--- src/rtl/mtcr_pkg.sv ---
`default_nettype none
package mtcr_pkg;

  // Characters with a meaning of their own in the string.
  localparam logic [7:0] CH_SEMI  = 8'h3B;
  localparam logic [7:0] CH_EQ    = 8'h3D;
  localparam logic [7:0] CH_QUOTE = 8'h22;
  localparam logic [7:0] CH_SPACE = 8'h20;
  localparam logic [7:0] CH_TAB   = 8'h09;

  // Lengths of the words that are matched.
  localparam logic [3:0] TYPE_LEN = 4'd10;
  localparam logic [3:0] NAME_LEN = 4'd7;
  localparam logic [3:0] DASH_LEN = 4'd5;
  localparam logic [3:0] BARE_LEN = 4'd4;

  // Rank codes.
  localparam logic [1:0] RANK_OTHER = 2'd0;
  localparam logic [1:0] RANK_PLAIN = 2'd1;
  localparam logic [1:0] RANK_UTF8  = 2'd2;

  // One registered input request.
  typedef struct packed {
    logic [7:0] char_byte;
    logic       last;
  } mtcr_item_t;

  // Lower-case only the letters A to Z.
  function automatic logic [7:0] fold(input logic [7:0] c);
    fold = (c >= 8'h41 && c <= 8'h5A) ? c + 8'd32 : c;
  endfunction

  function automatic logic is_blank(input logic [7:0] c);
    is_blank = (c == CH_SPACE) || (c == CH_TAB);
  endfunction

  // "text/plain"
  function automatic logic [7:0] type_char(input logic [3:0] pos);
    case (pos)
      4'd0:    type_char = 8'h74;
      4'd1:    type_char = 8'h65;
      4'd2:    type_char = 8'h78;
      4'd3:    type_char = 8'h74;
      4'd4:    type_char = 8'h2F;
      4'd5:    type_char = 8'h70;
      4'd6:    type_char = 8'h6C;
      4'd7:    type_char = 8'h61;
      4'd8:    type_char = 8'h69;
      4'd9:    type_char = 8'h6E;
      default: type_char = 8'h00;
    endcase
  endfunction

  // "charset"
  function automatic logic [7:0] name_char(input logic [3:0] pos);
    case (pos)
      4'd0:    name_char = 8'h63;
      4'd1:    name_char = 8'h68;
      4'd2:    name_char = 8'h61;
      4'd3:    name_char = 8'h72;
      4'd4:    name_char = 8'h73;
      4'd5:    name_char = 8'h65;
      4'd6:    name_char = 8'h74;
      default: name_char = 8'h00;
    endcase
  endfunction

  // "utf-8"
  function automatic logic [7:0] dash_char(input logic [3:0] pos);
    case (pos)
      4'd0:    dash_char = 8'h75;
      4'd1:    dash_char = 8'h74;
      4'd2:    dash_char = 8'h66;
      4'd3:    dash_char = 8'h2D;
      4'd4:    dash_char = 8'h38;
      default: dash_char = 8'h00;
    endcase
  endfunction

  // "utf8"
  function automatic logic [7:0] bare_char(input logic [3:0] pos);
    case (pos)
      4'd0:    bare_char = 8'h75;
      4'd1:    bare_char = 8'h74;
      4'd2:    bare_char = 8'h66;
      4'd3:    bare_char = 8'h38;
      default: bare_char = 8'h00;
    endcase
  endfunction

endpackage
`default_nettype wire

--- src/rtl/mtcr_input_stage.sv ---
`default_nettype none
module mtcr_input_stage (
  input  wire logic                clk,
  input  wire logic                rst,
  input  wire logic [7:0]          char_byte,
  input  wire logic                end_of_string,
  input  wire logic                in_valid,
  output logic                     in_ready,
  input  wire logic                advance,
  output logic                     item_valid,
  output mtcr_pkg::mtcr_item_t     item
);
  import mtcr_pkg::*;

  // The register takes a new request when it is empty or is being drained.
  assign in_ready = !item_valid || advance;

  always_ff @(posedge clk) begin
    if (rst) begin
      item_valid <= 1'b0;
    end else if (in_ready) begin
      item_valid <= in_valid;
    end
  end

  // Payload needs no reset.
  always_ff @(posedge clk) begin
    if (in_ready && in_valid) begin
      item.char_byte <= char_byte;
      item.last      <= end_of_string;
    end
  end

endmodule
`default_nettype wire

--- src/rtl/mtcr_parser.sv ---
`default_nettype none
module mtcr_parser (
  input  wire logic                 clk,
  input  wire logic                 rst,
  input  wire logic                 step,
  input  wire mtcr_pkg::mtcr_item_t item,
  output logic [1:0]                rank
);
  import mtcr_pkg::*;

  typedef enum logic [2:0] {
    PH_TYPE  = 3'd0,
    PH_NAME  = 3'd1,
    PH_VALUE = 3'd2,
    PH_SKIP  = 3'd3,
    PH_DONE  = 3'd4
  } phase_t;

  phase_t     phase, phase_next;
  logic [3:0] match_position, match_position_next;
  logic       still_matching, still_matching_next;
  logic       trailing_blank, trailing_blank_next;
  logic       opened_quote, opened_quote_next;
  logic       closed_quote, closed_quote_next;
  logic [1:0] utf_flags, utf_flags_next;
  logic [1:0] decided_rank, decided_rank_next;

  logic [7:0] c;
  logic [7:0] fc;
  logic       blank;
  logic [3:0] pos_bumped;
  logic       type_done;
  logic       name_done;
  logic [1:0] value_rank_now;
  logic [1:0] value_rank_next;

  assign c          = item.char_byte;
  assign fc         = fold(item.char_byte);
  assign blank      = is_blank(item.char_byte);
  assign pos_bumped = (match_position == 4'hF) ? match_position : match_position + 4'd1;
  assign type_done  = still_matching && (match_position == TYPE_LEN);
  assign name_done  = still_matching && (match_position == NAME_LEN);

  // A value ranks as UTF-8 when one spelling survived to its full length and
  // the quotes, if any, are balanced.
  function automatic logic [1:0] value_rank(input logic [1:0] flags, input logic [3:0] pos,
                                            input logic opened, input logic closed);
    logic hit;
    hit = (flags[0] && pos == DASH_LEN) || (flags[1] && pos == BARE_LEN);
    value_rank = (hit && opened == closed) ? RANK_UTF8 : RANK_OTHER;
  endfunction

  assign value_rank_now = value_rank(utf_flags, match_position, opened_quote, closed_quote);

  // Per-byte state update.
  always_comb begin
    phase_next          = phase;
    match_position_next = match_position;
    still_matching_next = still_matching;
    trailing_blank_next = trailing_blank;
    opened_quote_next   = opened_quote;
    closed_quote_next   = closed_quote;
    utf_flags_next      = utf_flags;
    decided_rank_next   = decided_rank;

    case (phase)
      PH_TYPE: begin
        if (c == CH_SEMI) begin
          if (type_done) begin
            phase_next          = PH_NAME;
            match_position_next = 4'd0;
            still_matching_next = 1'b1;
            trailing_blank_next = 1'b0;
          end else begin
            decided_rank_next = RANK_OTHER;
            phase_next        = PH_DONE;
          end
        end else if (blank) begin
          if (match_position != 4'd0) trailing_blank_next = 1'b1;
        end else if (trailing_blank || match_position >= TYPE_LEN ||
                     fc != type_char(match_position)) begin
          still_matching_next = 1'b0;
        end else begin
          match_position_next = pos_bumped;
        end
      end

      PH_NAME: begin
        if (c == CH_SEMI) begin
          match_position_next = 4'd0;
          still_matching_next = 1'b1;
          trailing_blank_next = 1'b0;
        end else if (c == CH_EQ) begin
          if (name_done) begin
            phase_next          = PH_VALUE;
            match_position_next = 4'd0;
            still_matching_next = 1'b1;
            trailing_blank_next = 1'b0;
            opened_quote_next   = 1'b0;
            closed_quote_next   = 1'b0;
            utf_flags_next      = 2'b11;
          end else begin
            phase_next = PH_SKIP;
          end
        end else if (blank) begin
          if (match_position != 4'd0) trailing_blank_next = 1'b1;
        end else if (trailing_blank || match_position >= NAME_LEN ||
                     fc != name_char(match_position)) begin
          still_matching_next = 1'b0;
        end else begin
          match_position_next = pos_bumped;
        end
      end

      PH_VALUE: begin
        if (c == CH_SEMI) begin
          decided_rank_next = value_rank_now;
          phase_next        = PH_DONE;
        end else if (blank) begin
          // Leading blanks are dropped; a blank inside quotes spoils the value.
          if (match_position == 4'd0 && !opened_quote) begin
            trailing_blank_next = trailing_blank;
          end else if (opened_quote && !closed_quote) begin
            utf_flags_next = 2'b00;
          end else begin
            trailing_blank_next = 1'b1;
          end
        end else if (trailing_blank || closed_quote) begin
          utf_flags_next = 2'b00;
        end else if (match_position == 4'd0 && !opened_quote && c == CH_QUOTE) begin
          opened_quote_next = 1'b1;
        end else if (opened_quote && c == CH_QUOTE) begin
          closed_quote_next = 1'b1;
        end else begin
          if (match_position >= DASH_LEN || fc != dash_char(match_position)) begin
            utf_flags_next[0] = 1'b0;
          end
          if (match_position >= BARE_LEN || fc != bare_char(match_position)) begin
            utf_flags_next[1] = 1'b0;
          end
          match_position_next = pos_bumped;
        end
      end

      PH_SKIP: begin
        if (c == CH_SEMI) begin
          phase_next          = PH_NAME;
          match_position_next = 4'd0;
          still_matching_next = 1'b1;
          trailing_blank_next = 1'b0;
          opened_quote_next   = 1'b0;
          closed_quote_next   = 1'b0;
          utf_flags_next      = 2'b11;
        end
      end

      default: begin
      end
    endcase
  end

  assign value_rank_next = value_rank(utf_flags_next, match_position_next,
                                      opened_quote_next, closed_quote_next);

  // Rank of the string if this byte is its last one.
  always_comb begin
    case (phase_next)
      PH_TYPE: begin
        rank = (still_matching_next && match_position_next == TYPE_LEN) ? RANK_PLAIN
                                                                         : RANK_OTHER;
      end
      PH_NAME:  rank = RANK_PLAIN;
      PH_SKIP:  rank = RANK_PLAIN;
      PH_VALUE: rank = value_rank_next;
      default:  rank = decided_rank_next;
    endcase
  end

  // State registers; the last byte of a string returns everything to reset.
  always_ff @(posedge clk) begin
    if (rst || (step && item.last)) begin
      phase          <= PH_TYPE;
      match_position <= 4'd0;
      still_matching <= 1'b1;
      trailing_blank <= 1'b0;
      opened_quote   <= 1'b0;
      closed_quote   <= 1'b0;
      utf_flags      <= 2'b11;
      decided_rank   <= RANK_PLAIN;
    end else if (step) begin
      phase          <= phase_next;
      match_position <= match_position_next;
      still_matching <= still_matching_next;
      trailing_blank <= trailing_blank_next;
      opened_quote   <= opened_quote_next;
      closed_quote   <= closed_quote_next;
      utf_flags      <= utf_flags_next;
      decided_rank   <= decided_rank_next;
    end
  end

  // A finished string leaves the parser at the start of a type.
  a_restart: assert property (@(posedge clk) disable iff (rst)
    step && item.last |=> phase == PH_TYPE && match_position == 4'd0 && utf_flags == 2'b11)
    else $error("parser did not restart after the last byte");

  // A decided string stays decided until its last byte.
  a_done_holds: assert property (@(posedge clk) disable iff (rst)
    step && !item.last && phase == PH_DONE |=> phase == PH_DONE && $stable(decided_rank))
    else $error("decided rank changed before the end of the string");

  // The type match never runs past the length of its word.
  a_type_pos: assert property (@(posedge clk) disable iff (rst)
    phase == PH_TYPE |-> match_position <= TYPE_LEN)
    else $error("type match position out of range");

  // Quotes close only after they open.
  a_quotes: assert property (@(posedge clk) disable iff (rst)
    closed_quote |-> opened_quote)
    else $error("closing quote without an opening one");

endmodule
`default_nettype wire

--- src/rtl/mime_text_charset_ranker.sv ---
`default_nettype none
// Channel   Signals                                     Direction
// input     in_valid, in_ready, char_byte, end_of_string   in
// result    out_valid, out_ready, rank                     out
//
// Each byte request is held in the input register and parsed there; a byte
// flagged last loads the rank into the result register when it moves on, so the
// rank passes through the input register and then the result register.
// One byte is accepted per cycle unless a stall holds it; the parser state update is the only loop.
// Reset is synchronous and returns the parser to the start of a type.
// A waiting rank stalls only a last byte and the bytes behind it; other bytes keep flowing.
module mime_text_charset_ranker (
  input  wire logic       clk,
  input  wire logic       rst,
  input  wire logic [7:0] char_byte,
  input  wire logic       end_of_string,
  input  wire logic       in_valid,
  output logic            in_ready,
  output logic [1:0]      rank,
  output logic            out_valid,
  input  wire logic       out_ready
);
  import mtcr_pkg::*;

  logic       item_valid;
  mtcr_item_t item;
  logic       advance;
  logic       load_rank;
  logic [1:0] parsed_rank;

  // A byte moves on unless it must write a rank that cannot be held yet.
  assign advance   = item_valid && (!item.last || !out_valid || out_ready);
  assign load_rank = advance && item.last;

  mtcr_input_stage u_input (
    .clk           (clk),
    .rst           (rst),
    .char_byte     (char_byte),
    .end_of_string (end_of_string),
    .in_valid      (in_valid),
    .in_ready      (in_ready),
    .advance       (advance),
    .item_valid    (item_valid),
    .item          (item)
  );

  mtcr_parser u_parser (
    .clk  (clk),
    .rst  (rst),
    .step (advance),
    .item (item),
    .rank (parsed_rank)
  );

  // Result register.
  always_ff @(posedge clk) begin
    if (rst) begin
      out_valid <= 1'b0;
    end else if (load_rank) begin
      out_valid <= 1'b1;
    end else if (out_ready) begin
      out_valid <= 1'b0;
    end
  end

  always_ff @(posedge clk) begin
    if (load_rank) begin
      rank <= parsed_rank;
    end
  end

  // Only the three defined ranks are ever delivered.
  a_rank_range: assert property (@(posedge clk) disable iff (rst)
    out_valid |-> rank != 2'd3)
    else $error("undefined rank delivered");

  // A held rank is never overwritten.
  a_no_overwrite: assert property (@(posedge clk) disable iff (rst)
    out_valid && !out_ready |-> !load_rank)
    else $error("rank overwritten while waiting");

  // Every last byte that moves on produces a rank in the next cycle.
  a_rank_follows: assert property (@(posedge clk) disable iff (rst)
    load_rank |=> out_valid)
    else $error("rank missing after the last byte");

endmodule
`default_nettype wire

--- config.mk ---
export PLATFORM = sky130hd
export DESIGN_NAME = mime_text_charset_ranker
export DESIGN_NICKNAME = d
export VERILOG_FILES = /design/src/rtl/mtcr_pkg.sv /design/src/rtl/mtcr_input_stage.sv /design/src/rtl/mtcr_parser.sv /design/src/rtl/mime_text_charset_ranker.sv
export SDC_FILE = /design/constraint.sdc
export NUM_CORES = 1
export LEC_CHECK = 0
export BUFFER_PORTS_ARGS = -buffer_cell sky130_fd_sc_hd__buf_2
export CAP_MARGIN = 20
export CORE_MARGIN = 10
export CORE_UTILIZATION = 50
export DETAILED_ROUTE_END_ITERATION = 10
export PLACE_DENSITY = 0.67
export SYNTH_ARGS = -nofsm -noshare
export SYNTH_HDL_FRONTEND = slang
export SYNTH_SLANG_ARGS = --single-unit
--- constraint.sdc ---
create_clock -name clk -period 4.5 [get_ports clk]
set_input_delay 1.125 -clock clk [delete_from_list [all_inputs] [get_ports clk]]
set_output_delay 1.125 -clock clk [all_outputs]
set_load 0.005 [all_outputs]
==> results.toml, run 1 <==
[status]
status = "finished, final reports clean"

[synthesis]
async_flop_share = 0
syn_avg_cell_area_um2 = 7.73
synth-main-ff-cell = "dfxtp_1"
ys_types = 73
synth_top_family_by_area = "compound AO/OA/AOI/OAI gates"
synth_cells = 409
synthMuxAreaShare = 0.0297
syn-num-nets = 434
synth_fa_ha_area_frac = 0.0475
ys_seq_area_frac = 0.256
yosysWarnings = 0
synthXorXnorAreaFrac = 0.0360
synth-simple-area-share = 0.288
synth-edff-count = 11
syn_area_um2 = 3160
yosys_register_bits = 35
synth_compound_area_frac = 0.289

[drt]
wl_per_cell_um = 18.6
vias = 3283
dr.pass1.iters = 5
viasPerCell = 6.61
antenna_left = 0
wl_um = 9230
drt_iter0_drc = 380
drc = 0

[sta]
hold_ws_ns = 0.471
min_period_ns = 3.86
slew-limit-headroom = 0.510
fin_crit_sh = 0.858
finalSetupViolations = 0
clock.fmax_mhz = 259
slew_violations = 0
hold_viol = 0
skew_ns = 0.00599
rsz0062_at_grt = "false"
final.setup.tns_ns = 0
worstMarginPinSlew_ns = 0.731
setup_slack_ns = 0.637

[finish]
antennaDiodeCount = 0
fin_nets = 446
fin_area_um2 = 3450
fillCellCount = 585
drive_above_1_share = 0.135
instances_no_fill = 497
synthToLayoutAreaGrowth_pct = 9.26

[pwr]
pwr-share-clk = 0.382
p_per_area_nw_per_um2 = 213
switching_share = 0.264
power.share.sequential = 0.478
p_comb_frac = 0.140
p_int_uw = 541
leakage_uw = 0.00127
irDropWorstVdd_mv = 0.141
switching_power_uw = 194

[global_route]
grt_usage = 0.184
grt_pass1_vias = 3005
grt_pass1_wl_um = 15200
grt_overflow = 0
antenna_found_initial = 0
grt_max_degree = 21

[clocking]
cts-root-buf = "clkbuf_8"
cts_setup_buffers = 0
numCtsBuffers = 5
clk_pin_slew_ns = 0.07
cts_buffer_depth = 2
cts_resized = 0
insertion_delay_ns = 0.29
cts_hold_buf = 0
ctsHtreeMaxLevel = 2
cts_tree = "done"
clock_sinks = 35

[critical_path]
crit_chain = "inv_1, ha_1, mux2_1, or3_1, a221oi_1, nand4b_4, nand2b_1, o211ai_1, o21ai_1, mux2_2, nand2b_1, ha_1, inv_1, mux2i_1, o2bb2ai_1"
start_kind = "register"
crit_family = "simple AND/OR/NAND/NOR gates"
critPathKind = "register to register"
required_ns = 4.66
crit_arrival_ns = 4.03
slowest_delay_ns = 0.48
worstSetupEndpointType = "register"
cp_slowest_cell = "dfxtp_1"
path_max_fanout = 7
worst-path-buf-inv = 2

[die]
dieArea_um2 = 9900
core.rowCount = 28
die_h_um = 99.5
pin_count = 17
initial_core_util = 0.525
core_um2 = 6030
die_w_um = 99.5

[placement]
dp_hpwl_um = 7000
dp_cells = 488
place_area_um2 = 3340
place.gp.congestion = 0.956
place_ws_ns = 0.706
io_buffers = 16

[job]
maxCapViolations = 0

[worst_hold_path]
hold_class = "register to register"
power by group through the flow:
stage,registers (uW),clock network (uW),logic (uW)
2_1_floorplan,350,0,79.9
3_3_place_gp,359,0,100
3_5_place_dp,359,0,101
4_1_cts,351,289,101
5_1_grt,353,301,113
6_report,351,281,103
cells in the final DEF (no fill, tap or decap), types with 7 or more instances in the layout:
cell	synthesis	final
nor2_1	50	50
a21oi_1	31	31
nand2_1	29	29
dfxtp_1	24	24
o21ai_0	20	20
buf_4	0	17
buf_2	3	16
inv_1	14	14
nor3_1	14	14
ha_1	12	12
edfxtp_1	11	11
nand3_1	10	10
nand2b_1	8	8
o211ai_1	7	7
xnor2_1	7	7
through the flow:
stage | total power (uW) | utilization
floorplan | 430 | -
global placement | 459 | 0.554
detailed placement | 459 | 0.554
CTS | 741 | 0.572
global route | 767 | 0.573
finish | 735 | 0.573
kinds of logic (layout without fill, tap and decap cells):
family,after synthesis,count (layout)
xor+xnor,13,13
simple gates,169,169
mux,9,9
fa+ha+maj,12,12
compound gates,129,129
buf+inv,42,55
flops,35,35
final timing paths:
path	start	end	slack (ns)	depth (start not counted)
max	u_parser.match_position[0]$_SDFFE_PP0P_	register	0.64	15
min	u_parser.decided_rank[0]$_SDFFE_PP1P_	u_parser.decided_rank[0]$_SDFFE_PP1P_	0.47	2
max reg2reg	u_parser.match_position[0]$_SDFFE_PP0P_	register	0.64	15
min reg2reg	u_parser.decided_rank[0]$_SDFFE_PP1P_	u_parser.decided_rank[0]$_SDFFE_PP1P_	0.47	2
layout make-up:
type,instances,area [um^2],share of cell area
timing repair buffer,33,208,0.0601
clock buffer,5,68.8,0.0199
sequential,35,811,0.235
inverter,14,52.6,0.0152
multi-input combinational,332,2180,0.632
clock inverter,3,38.8,0.0112
tap,75,93.8,0.0272
layer usage:
metal / up-vias / track usage / routed length [um]
li1: 1556 / - / -
met4: 0 / 0.0673 / 248
met1: 1510 / 0.242 / 3960
met2: 187 / 0.291 / 4170
met5: - / 0 / 0
met3: 30 / 0.0367 / 846
worst min-delay path, stage by stage, from the launching register on:
cell     delay [ns]
dfxtp_1        0.31
o21ai_0        0.07
nand2_1        0.05
Yosys cell counts, drive strengths merged (3+ instances only):
| cell | instances | area, um^2 |
|---|---|---|
| nor2 | 50 | 188 |
| a21oi | 31 | 155 |
| nand2 | 29 | 109 |
| dfxtp | 24 | 480 |
| clkbuf | 22 | 82.6 |
| o21ai | 21 | 105 |
| nor3 | 15 | 80.1 |
| inv | 14 | 52.6 |
| ha | 12 | 150 |
| edfxtp | 11 | 330 |
| nand3 | 10 | 50.1 |
| nand2b | 8 | 50.1 |
| o211ai | 7 | 52.6 |
| xnor2 | 7 | 61.3 |
| a211oi | 6 | 45.0 |
| a221oi | 6 | 70.1 |
| buf | 6 | 33.8 |
| mux2i | 6 | 60.1 |
| nor2b | 6 | 37.5 |
| nor4 | 6 | 37.5 |
| o31ai | 6 | 45.0 |
| xor2 | 6 | 52.6 |
| a31oi | 5 | 31.3 |
| and2 | 5 | 31.3 |
| nand4 | 5 | 31.3 |
| nand4b | 5 | 58.8 |
| nor3b | 5 | 37.5 |
| o21a | 5 | 37.5 |
| or2 | 5 | 31.3 |
| a211o | 4 | 35.0 |
| or3b | 4 | 35.0 |
| a22oi | 3 | 22.5 |
| mux2 | 3 | 33.8 |
| o221ai | 3 | 26.3 |
| o22ai | 3 | 18.8 |
| o2bb2ai | 3 | 26.3 |
| o31a | 3 | 26.3 |
| or3 | 3 | 18.8 |
| or4 | 3 | 26.3 |
Power figures use the tool's default switching activity.
==> inputs of run 2 (changes only) <==
--- a/config.mk
+++ b/config.mk
@@ -11,6 +11,7 @@
 export CORE_UTILIZATION = 50
 export DETAILED_ROUTE_END_ITERATION = 10
 export PLACE_DENSITY = 0.67
+export RECOVER_POWER = 100
 export SYNTH_ARGS = -nofsm -noshare
 export SYNTH_HDL_FRONTEND = slang
 export SYNTH_SLANG_ARGS = --single-unit
==> results.toml, run 2 (synthesis gave the netlist of run 1 again) <==
[status]
status = "finished, final reports clean"

[pwr]
irDropWorstVdd_mv = 0.138
leakage_uw = 0.00125
power.total_uw = 735
p_per_area_nw_per_um2 = 215

[sta]
rsz0062_at_grt = "false"
slew-limit-headroom = 0.552
skew_ns = 0.00561
finalSetupViolations = 0
hold_ws_ns = 0.471
final.setup.tns_ns = 0
slew_violations = 0
clock.fmax_mhz = 252
fin_crit_sh = 0.883
hold_viol = 0
worstMarginPinSlew_ns = 0.666
min_period_ns = 3.97

[die]
die_h_um = 99.5
initial_core_util = 0.525
dieArea_um2 = 9900
core_um2 = 6030
core.rowCount = 28
pin_count = 17
die_w_um = 99.5

[worst_hold_path]
hold_depth = 2
min_from = "u_parser.decided_rank[0]$_SDFFE_PP1P_"
hold_class = "register to register"
min_delay_worst_endpoint = "u_parser.decided_rank[0]$_SDFFE_PP1P_"

[clocking]
clock_sinks = 35
cts_hold_buf = 0
numCtsBuffers = 5
ctsHtreeMaxLevel = 2
clk_pin_slew_ns = 0.07
cts_resized = 0
cts-root-buf = "clkbuf_8"
insertion_delay_ns = 0.29
cts_setup_buffers = 0
cts_tree = "done"
cts_buffer_depth = 2

[drt]
antenna_left = 0
vias = 3293
wl_per_cell_um = 18.7
dr.pass1.iters = 5
drt_iter0_drc = 414
viasPerCell = 6.63
drc = 0
wl_um = 9290

[global_route]
grt_overflow = 0
grt_pass1_vias = 3005
grt_pass1_wl_um = 15200
grt_max_degree = 21
antenna_found_initial = 0
grt_usage = 0.184

[critical_path]
reg2reg_setup_slack_ns = 0.53
slowest_delay_ns = 0.46
start_kind = "register"
r2r_start = "u_parser.match_position[1]$_SDFFE_PP0P_"
worstSetupEndpointType = "register"
path_max_fanout = 11
crit_chain = "inv_1, ha_1, mux2_1, or3_1, a221oi_1, nand4b_4, nand2b_1, o211ai_1, o21ai_0, mux2_1, nand2b_1, ha_1, inv_1, mux2i_1, o2bb2ai_1"
crit_arrival_ns = 4.14
ff2ff_path_depth = 15
critPathKind = "register to register"
required_ns = 4.67
cp_slowest_cell = "dfxtp_1"

[finish]
fin_nets = 446
layout_common_cells = "50 x nor2_1, 31 x a21oi_1, 29 x nand2_1"
fillCellCount = 592
drive_above_1_share = 0.107
synthToLayoutAreaGrowth_pct = 8.15
layout_commonest_cell = "nor2_1"
antennaDiodeCount = 0
final_core_util = 0.567
instances_no_fill = 497

[placement]
place.gp.congestion = 0.956
io_buffers = 16
dp_hpwl_um = 7000
dp_cells = 488

[job]
maxCapViolations = 0
==> run 2: layer usage <==
layer | routed length (um) | vias to the layer above | GRT usage
li1 | - | 1555 | -
met1 | 4110 | 1542 | 0.242
met2 | 4230 | 170 | 0.291
met3 | 723 | 26 | 0.0367
met4 | 222 | 0 | 0.0673
met5 | 0 | - | 0
==> run 2: how the worst max path moves through the flow <==
stage	end	start	depth (start not counted)
6_report	register	u_parser.match_position[1]$_SDFFE_PP0P_	15
5_1_grt	register	u_parser.match_position[1]$_SDFFE_PP0P_	15
4_1_cts	register	u_parser.match_position[1]$_SDFFE_PP0P_	15
3_5_place_dp	register	u_parser.match_position[1]$_SDFFE_PP0P_	15
3_3_place_gp	register	u_input.item[5]$_DFFE_PP_	12
2_1_floorplan	register	u_parser.match_position[0]$_SDFFE_PP0P_	15
==> run 2: where the power goes <==
group          switching [uW]  internal, uW
sequential               15.2           336
combinational            60.2          41.9
clock                     119           162
total                     194           540
==> run 2: cell type report <==
cell class	count	area, um^2	share of cell area
timing repair buffer	33	185	0.0542
sequential	35	811	0.237
inverter	14	52.6	0.0154
tap	75	93.8	0.0274
clock inverter	3	38.8	0.0113
clock buffer	5	68.8	0.0201
multi-input combinational	332	2170	0.634
==> run 2: worst max-delay path, delay by kind of cell (launching register included) <==
kind,cells,cell delay [ns]
adder cells (fa/ha/maj),2,0.62
AND/OR/NAND/NOR,4,0.94
flip-flops,1,0.46
buffers and inverters,2,0.19
multiplexers,3,0.81
AO/OA/AOI/OAI,4,0.83
==> run 2: through the flow <==
stage / area (um^2) / setup slack, ns
2_1_floorplan: 3160 / 1.05
3_3_place_gp: 3340 / 0.798
3_5_place_dp: 3340 / 0.706
4_1_cts: 3450 / 0.672
5_1_grt: 3420 / 0.213
6_report: 3420 / 0.527
